[config.mk]
export PLATFORM = sky130hd
export DESIGN_NAME = mvmu_datapath
export DESIGN_NICKNAME = d
export VERILOG_FILES = /design/src/sv/mvmu_pkg.sv /design/src/sv/mvmu_datapath.sv
export SDC_FILE = /design/constraint.sdc
export NUM_CORES = 2
export LEC_CHECK = 0
export ABC_AREA = 1
export BUFFER_PORTS_ARGS = -buffer_cell sky130_fd_sc_hd__clkbuf_2
export CAP_MARGIN = 15
export CORE_ASPECT_RATIO = 1.75
export CORE_MARGIN = 2
export CORE_UTILIZATION = 35
export DETAILED_ROUTE_END_ITERATION = 8
export SYNTH_ARGS = -nofsm -noshare
export SYNTH_HDL_FRONTEND = slang
export SYNTH_SLANG_ARGS = --single-unit
[constraint.sdc]
create_clock -name clk -period 8.1 [get_ports clk]
set_clock_uncertainty 0.05 [all_clocks]
set_input_delay 0.81 -clock clk [delete_from_list [all_inputs] [get_ports clk]]
set_output_delay 0.81 -clock clk [all_outputs]
set_load 0.02 [all_outputs]
[src/sv/mvmu_pkg.sv]
// ----------------------------------------------------------------------------
// mvmu_pkg
// Shared types, constants and saturating helpers for the matrix-vector
// multiply-update block.
// ----------------------------------------------------------------------------
package mvmu_pkg;

  localparam int DATA_W      = 32;
  localparam int ACC_W       = 64;
  localparam int STORE_DEPTH = 256;
  localparam int ADDR_W      = $clog2(STORE_DEPTH);
  localparam int MAX_COLS    = 256;
  localparam int COL_TOP     = (MAX_COLS < STORE_DEPTH) ? MAX_COLS : STORE_DEPTH;
  localparam int COL_W       = 9;
  localparam int ROW_W       = 16;
  localparam int CFG_IDX_W   = 2;
  localparam int FRAC_W      = 16;

  localparam logic signed [ACC_W-1:0]  ACC_MAX  = {1'b0, {(ACC_W-1){1'b1}}};
  localparam logic signed [ACC_W-1:0]  ACC_MIN  = {1'b1, {(ACC_W-1){1'b0}}};
  localparam logic signed [DATA_W-1:0] DATA_MAX = {1'b0, {(DATA_W-1){1'b1}}};
  localparam logic signed [DATA_W-1:0] DATA_MIN = {1'b1, {(DATA_W-1){1'b0}}};

  typedef enum logic [CFG_IDX_W-1:0] {
    CFG_ALPHA = 2'd0,
    CFG_BETA  = 2'd1,
    CFG_COLS  = 2'd2,
    CFG_ROWS  = 2'd3
  } cfg_idx_t;

  // Write request into the vector store
  typedef struct packed {
    logic              en;
    logic [ADDR_W-1:0] addr;
    logic [DATA_W-1:0] data;
  } store_wr_t;

  // Step strobes from the sequencer to the datapath
  typedef struct packed {
    logic load_in;
    logic mul_x;
    logic acc;
    logic sum16;
    logic mul_a;
    logic mul_b;
    logic add_t;
    logic finish;
  } ctrl_t;

  typedef struct packed {
    logic                     clip;
    logic signed [ACC_W-1:0]  val;
  } sat64_t;

  typedef struct packed {
    logic                     clip;
    logic signed [DATA_W-1:0] val;
  } sat32_t;

  function automatic sat64_t sat_add64(input logic signed [ACC_W-1:0] a,
                                       input logic signed [ACC_W-1:0] b);
    logic signed [ACC_W:0] s;
    sat64_t                r;
    s      = (ACC_W+1)'(a) + (ACC_W+1)'(b);
    r.clip = (s[ACC_W] != s[ACC_W-1]);
    if (r.clip) begin
      r.val = s[ACC_W] ? ACC_MIN : ACC_MAX;
    end else begin
      r.val = s[ACC_W-1:0];
    end
    return r;
  endfunction

  // Floor shift from Q32.32 to Q16.16, then clip to 32 bits
  function automatic sat32_t sat_shift32(input logic signed [ACC_W-1:0] v);
    logic signed [ACC_W-1:0] sh;
    sat32_t                  r;
    sh     = v >>> FRAC_W;
    r.clip = !((&sh[ACC_W-1:DATA_W-1]) || !(|sh[ACC_W-1:DATA_W-1]));
    if (r.clip) begin
      r.val = sh[ACC_W-1] ? DATA_MIN : DATA_MAX;
    end else begin
      r.val = sh[DATA_W-1:0];
    end
    return r;
  endfunction

endpackage

[src/sv/mvmu_datapath.sv]
// ----------------------------------------------------------------------------
// mvmu_datapath
// Shared multiplier, saturating row accumulator and the alpha/beta update.
// ----------------------------------------------------------------------------
module mvmu_datapath (
  input  logic                               clk,
  input  logic                               rst,
  input  mvmu_pkg::ctrl_t                    ctrl,
  input  logic signed [mvmu_pkg::DATA_W-1:0] in_value,
  input  logic signed [mvmu_pkg::DATA_W-1:0] in_y_old,
  input  logic signed [mvmu_pkg::DATA_W-1:0] alpha,
  input  logic signed [mvmu_pkg::DATA_W-1:0] beta,
  input  logic        [mvmu_pkg::DATA_W-1:0] x_rd,
  output logic signed [mvmu_pkg::DATA_W-1:0] y_res,
  output logic                               sat_res
);
  import mvmu_pkg::*;

  logic signed [DATA_W-1:0] value_r;
  logic signed [DATA_W-1:0] yold_r;
  logic signed [DATA_W-1:0] sum16;
  logic signed [ACC_W-1:0]  prod;
  logic signed [ACC_W-1:0]  tacc;
  logic signed [ACC_W-1:0]  row_sum;
  logic                     row_clip;

  logic signed [DATA_W-1:0] op_a;
  logic signed [DATA_W-1:0] op_b;
  sat64_t                   acc_sat;
  sat64_t                   t_sat;
  sat32_t                   s16_sat;
  sat32_t                   y_sat;

  // One multiplier, operands picked by the current step
  always_comb begin
    priority if (ctrl.mul_a) begin
      op_a = alpha;
      op_b = sum16;
    end else if (ctrl.mul_b) begin
      op_a = beta;
      op_b = yold_r;
    end else begin
      op_a = value_r;
      op_b = x_rd;
    end
  end

  assign acc_sat = sat_add64(row_sum, prod);
  assign t_sat   = sat_add64(tacc, prod);
  assign s16_sat = sat_shift32(row_sum);
  assign y_sat   = sat_shift32(tacc);

  assign y_res   = y_sat.val;
  assign sat_res = row_clip | y_sat.clip;

  always_ff @(posedge clk) begin
    if (ctrl.load_in) begin
      value_r <= in_value;
      yold_r  <= in_y_old;
    end
    if (ctrl.mul_x || ctrl.mul_a || ctrl.mul_b) begin
      prod <= ACC_W'(op_a) * ACC_W'(op_b);
    end
    if (ctrl.sum16) begin
      sum16 <= s16_sat.val;
    end
    // Keep alpha*sum while the beta product is formed
    if (ctrl.mul_b) begin
      tacc <= prod;
    end else if (ctrl.add_t) begin
      tacc <= t_sat.val;
    end
  end

  always_ff @(posedge clk) begin
    if (rst) begin
      row_sum  <= '0;
      row_clip <= 1'b0;
    end else if (ctrl.finish) begin
      row_sum  <= '0;
      row_clip <= 1'b0;
    end else begin
      if (ctrl.acc) begin
        row_sum <= acc_sat.val;
      end
      if ((ctrl.acc && acc_sat.clip) || (ctrl.sum16 && s16_sat.clip) ||
          (ctrl.add_t && t_sat.clip)) begin
        row_clip <= 1'b1;
      end
    end
  end

endmodule

# After elaboration in Yosys (flattened, before gate mapping)
# Index checks and enable logic that the tools add are counted.
# Widths: inputs -> output; s select.
[classes]
add_sub_neg = 2
n_mul = 1
n_eq_ne = 2
n_mux = 14
bitwise = 1
n_reduce_logical = 19
[op_table]
columns = ["op", "count"]
rows = [
  ["$mux 64", 6],
  ["$mux 32", 8],
  ["$add 64x64->65", 2],
  ["$mul 32x32->64", 1],
  ["$reduce_and 17->1", 2],
  ["$reduce_or 17->1", 2],
  ["$logic_or 1x1->1", 6],
  ["$logic_not 1->1", 4],
  ["$logic_and 1x1->1", 3],
  ["$ne 1x1->1", 2],
  ["$reduce_bool 2->1", 1],
  ["$reduce_or 2->1", 1],
  ["$or 1x1->1", 1],
]
[word_totals]
ff_bits = 289
input_bits = 170
output_inout_bits = 33
elab_cells = 46

# Depth between registers and ports, before layout
[depth]
ltp_word = 7
ltp_mapped = 36
mapped_depth_nobuf = 32

# Worst setup path before layout
# No wires, ideal clock.
[synth_path]
path_kind = "input to register"
startpoint = "input ctrl[3] (netlist name)"
endpoint = "register prod[58] (data pin)"
setup_ns = 0.259
arrival_time_ns = 8.276
t_required_ns = 7.791
setup_slack_ns = -0.485
stages = 29
n_path_buf = 3
path_cell_list = "inv_1 > buf_2 > buf_1 > o211ai_1 > o21ai_1 > inv_1 > clkbuf_1 > nor2_1 > fa_1 > inv_1 > fa_1 > inv_1 > fa_1 > fa_1 > inv_1 > fa_1 > inv_1 > fa_1 > inv_1 > fa_1 > inv_1 > fa_1 > ha_1 > a21oi_1 > o21ai_0 > o21bai_1 > a221oi_1 > nand3_1 > xor2_1"
[synth_between]
elab_chain_len = 2
word_cells_on_any_way = 3
[synth_rtl]
columns = ["item", "line_no", "rtl"]
rows = [
  ["from (decl)", "mvmu_datapath.sv:8", "input mvmu_pkg::ctrl_t ctrl,"],
  ["$mux 32", "mvmu_datapath.sv:36", "priority if (ctrl.mul_a) begin"],
  ["$mul 32x32->64 *", "mvmu_datapath.sv:62", "prod <= ACC_W'(op_a) * ACC_W'(op_b);"],
  ["to (signal assigned)", "mvmu_datapath.sv:62", ""],
  ["to (decl)", "mvmu_datapath.sv:22", "logic signed [ACC_W-1:0] prod;"],
]
# Mark *: on every way between the ends. The rest lies on a longest branch, timed or not.
# A chain may end at the register's enable or synchronous reset.

# Worst setup path after layout
[layout_path]
startpoint = "register value_r[31]"
endpoint = "register prod[63] (data pin)"
[layout_between]
elab_chain_len = 3
[layout_rtl]
columns = ["item", "line_no", "rtl"]
rows = [
  ["from (decl)", "mvmu_datapath.sv:19", "logic signed [DATA_W-1:0] value_r;"],
  ["from (signal assigned)", "mvmu_datapath.sv:58", "value_r <= in_value;"],
  ["$mux 32", "mvmu_datapath.sv:39", "end else if (ctrl.mul_b) begin"],
  ["$mux 32", "mvmu_datapath.sv:36", ""],
  ["$mul 32x32->64", "mvmu_datapath.sv:62", ""],
]
# No other way between the ends.

==> run_results.csv <==
group,metric,value,unit
synth,synthAdderAreaFrac,44.7,%
floorplan,initial_utilization,35.2,%
floorplan,floorplan.die_area,0.167,mm²
global_route,initial_antenna_violation_count,9,
timing,final_hold_viol_count,0,
synth,simple_logic_cell_fraction_of_the_synthesized_area,19.2,%
global_route,grt.total_usage,31.4,%
run_status,status,"completed",
global_route,grt_pass1_vias,57100,
synth,async_flop_share,0,%
synth,yosys-top-cells-area,"sky130_fd_sc_hd__fa_1 (38%), sky130_fd_sc_hd__edfxtp_1 (12%), sky130_fd_sc_hd__nand2_1 (9.5%)",
layout,layout-area-overhead-vs-synth,21.7,%
layout,register_area,0.00803,mm²
hold_path,worst_hold_path_type,"in2reg",
synth,synth_xor_xnor_area_share,2.53,%
synth,synth_compound_area_share,8.20,%
timing,totalNegativeSetupSlack,0,ps
route,aggregate_routed_wire_length,260000,µm
synth,synth.yosys.warnings,0,
synth,synth_cell_types,50,
synth,synth_enable_flop_cells,224,
timing,hold_slack,317,ps
timing,worst_slew_margin_rel,20.8,%
clocking,tritoncts_num_sinks,289,
clocking,buffers_from_clock_root_to_sink_at_most,3,
place,numPortBuffers,202,
synth,post-synth-top-area-cell,"sky130_fd_sc_hd__fa_1",
synth,combinational_family_with_the_most_area_after_synthesis,"adder cells",
timing,finalMaxSlewViolations,0,
place,finalWeightedCongestion,1.07,
synth,synth.area.mux_share,0,%
layout,final_area,0.0697,mm²
synth,synth.cell_area,0.0572,mm²
worst_setup_path,crit_path_frequent_cell,"sky130_fd_sc_hd__fa_1",
clocking,clock_latency_of_the_later_clocked_register_in_the_worst_skew_pair,650,ps
place,placed_area,0.0664,mm²
worst_setup_path,critical_path.top_delay_family,"adder cells",
floorplan,die-width,310,µm
clocking,cts_buffers,36,
layout,finalNetCount,9450,
place,detailed_place_hpwl,220000,µm
synth,synth.avg_cell_area,8.03,µm²
worst_setup_path,critical_path_cell_with_the_highest_stage_delay,"sky130_fd_sc_hd__fa_2",
timing,min_period,7980,ps
worst_setup_path,worst-endpoint-required,8420,ps
route,drt_first_pass_iters,6,
synth,synth-seq-cells,289,
layout,num-fill-cells,16400,
timing,timing_worst_slew_pin_value,1180,ps
global_route,grt_overflow_total,0,
route,post-route-drc-count,0,
synth,post-synth-top-area-fraction,37.9,%
timing,fmax,125,MHz
synth,synthesized_instance_count,7125,
worst_setup_path,timing.critical_path.to_type,"flip-flop",
worst_setup_path,critPathMaxFanout,7,
synth,netlist_top_cells_count,"sky130_fd_sc_hd__nand2_1 (1,445), sky130_fd_sc_hd__inv_1 (1,437), sky130_fd_sc_hd__fa_1 (1,084)",
timing,finalSetupViolCount,0,
timing,grt_setup_unrepaired,"yes",
clocking,cts_tree,"yes",
route,route.detailed.wl_per_inst,25.8,µm
global_route,grt_max_degree,66,
synth,postSynthNetCount,8691,
flow_run,maxCapViolCount,0,
route,vias_per_cell,5.23,
worst_setup_path,critical_path.startpoint_type,"flip-flop",
route,route.vias.total,52800,
synth,postSynth.topFlopCell,"sky130_fd_sc_hd__edfxtp_1",
clocking,clkSlewWorstSetupHoldPaths,70,ps
layout,multiInputGateArea,0.0443,mm²
clocking,clk_root_buffer_cell,"sky130_fd_sc_hd__clkbuf_16",
layout,drive_gt1_share,18.1,%
floorplan,top_level_ports,203,
synth,synth.yosys.seq_area_share,14.0,%
worst_setup_path,max_stage_delay,660,ps
worst_setup_path,critPathArrivalTime,8310,ps
route,drtIter0Drc,4048,
floorplan,core-area,0.163,mm²
floorplan,rows,196,
worst_setup_path,path_buf_inv,10,
global_route,wire_length_of_the_first_global_routing_pass,374000,µm
worst_setup_path,worstSetupPathType,"reg2reg",
clocking,ctsHtreeMaxLevel,2,
route,ant_nets,0,
synth,synth.most_common_cell,"sky130_fd_sc_hd__nand2_1",
timing,period_share,98.6,%
floorplan,floorplan.die.height,539,µm
==> cell usage in the layout (no fill, tap or decap), types with 44 or more instances in the layout <==
| cell | count |
|---|---|
| sky130_fd_sc_hd__buf_4 | 641 |
| sky130_fd_sc_hd__nand3_1 | 147 |
| sky130_fd_sc_hd__buf_12 | 86 |
| sky130_fd_sc_hd__a21oi_1 | 341 |
| sky130_fd_sc_hd__inv_1 | 1400 |
| sky130_fd_sc_hd__clkbuf_2 | 200 |
| sky130_fd_sc_hd__ha_1 | 275 |
| sky130_fd_sc_hd__xnor2_1 | 47 |
| sky130_fd_sc_hd__o211ai_1 | 76 |
| sky130_fd_sc_hd__dfxtp_1 | 65 |
| sky130_fd_sc_hd__xor2_1 | 111 |
| sky130_fd_sc_hd__o21bai_1 | 44 |
| sky130_fd_sc_hd__nor2_1 | 931 |
| sky130_fd_sc_hd__edfxtp_1 | 224 |
| sky130_fd_sc_hd__fa_1 | 1043 |
| sky130_fd_sc_hd__or2_2 | 64 |
| sky130_fd_sc_hd__o21ai_0 | 162 |
| sky130_fd_sc_hd__nand2_1 | 1420 |
==> through the flow <==
step / util, % / worst slack [ps] / instances
floorplan: - / 4.33 / 7125
global placement: 40.9 / -1100 / 9977
detailed placement: 40.9 / -1070 / 9977
CTS: 41.8 / -20.5 / 10000
global route: 42.8 / -116 / 10100
finish: 42.8 / 117 / 10100
==> final cells by class <==
type	count	share of cell area [%]
Antenna cell	3	0.0108
Clock buffer	41	1.38
Clock inverter	23	0.384
Inverter	1457	7.94
Multi-Input combinational cell	5149	63.6
Sequential cell	289	11.5
Tap cell	2178	3.91
Timing Repair Buffer	950	11.3
Timing Repair inverter	1	0.0126
==> registers in the layout, summed over array words and instances, names as in the netlist <==
signal and cells:
value_r 32, prod 64, yold_r 32, sum16 32, row_clip 1, tacc 64
row_sum 64
==> kinds of logic (layout without fill, tap and decap cells) <==
family | count (synthesis) | in the layout
adder cells (fa/ha/maj) | 1396 | 1396
buffers and inverters | 1687 | 2472
flip-flops | 289 | 289
other | 0 | 3
AND/OR/NAND/NOR | 2762 | 2762
AO/OA/AOI/OAI | 826 | 826
XOR/XNOR | 165 | 165
==> what timing repair did <==
| item | 4_1_cts | 5_1_grt |
|---|---|---|
| cloned | 1 | 3 |
| setup endpoints to repair | 36 | 44 |
| pin swaps | 13 | 135 |
| resized for setup | 54 | 334 |
| setup buffers | 3 | 39 |
| hold buffers | 0 | 0 |
==> metal layers <==
metal / up-vias / global-route usage, % / share of wire, %
met4: 0 / 35.9 / 15
met2: 2367 / 54.6 / 49
met3: 1181 / 5.18 / 5.8
met1: 26100 / 29.1 / 30
met5: - / 0 / 0
li1: 23200 / - / -
==> final timing paths <==
| check | start | end | slack, ps | depth (start not counted) |
|---|---|---|---|---|
| setup / recovery | value_r[31] | prod[63] | 120 | 31 |
| hold / removal | in_value[2] | value_r[2] | 320 | 1 |
| setup reg to reg | value_r[31] | prod[63] | 120 | 31 |
| hold reg to reg | row_sum[0] | row_sum[0] | 490 | 2 |
==> worst register-to-register path, delay by kind of cell, from the launching register on <==
| family | cells | cell delay, ps |
|---|---|---|
| buffers and inverters | 10 | 1030 |
| adder cells (fa/ha/maj) | 9 | 4600 |
| AO/OA/AOI/OAI | 7 | 1040 |
| AND/OR/NAND/NOR | 5 | 580 |
| flip-flops | 1 | 430 |
Power is left out: the tool's default activity adds up to more than one toggle a clock period on the data nets, which glitch-free logic cannot reach.
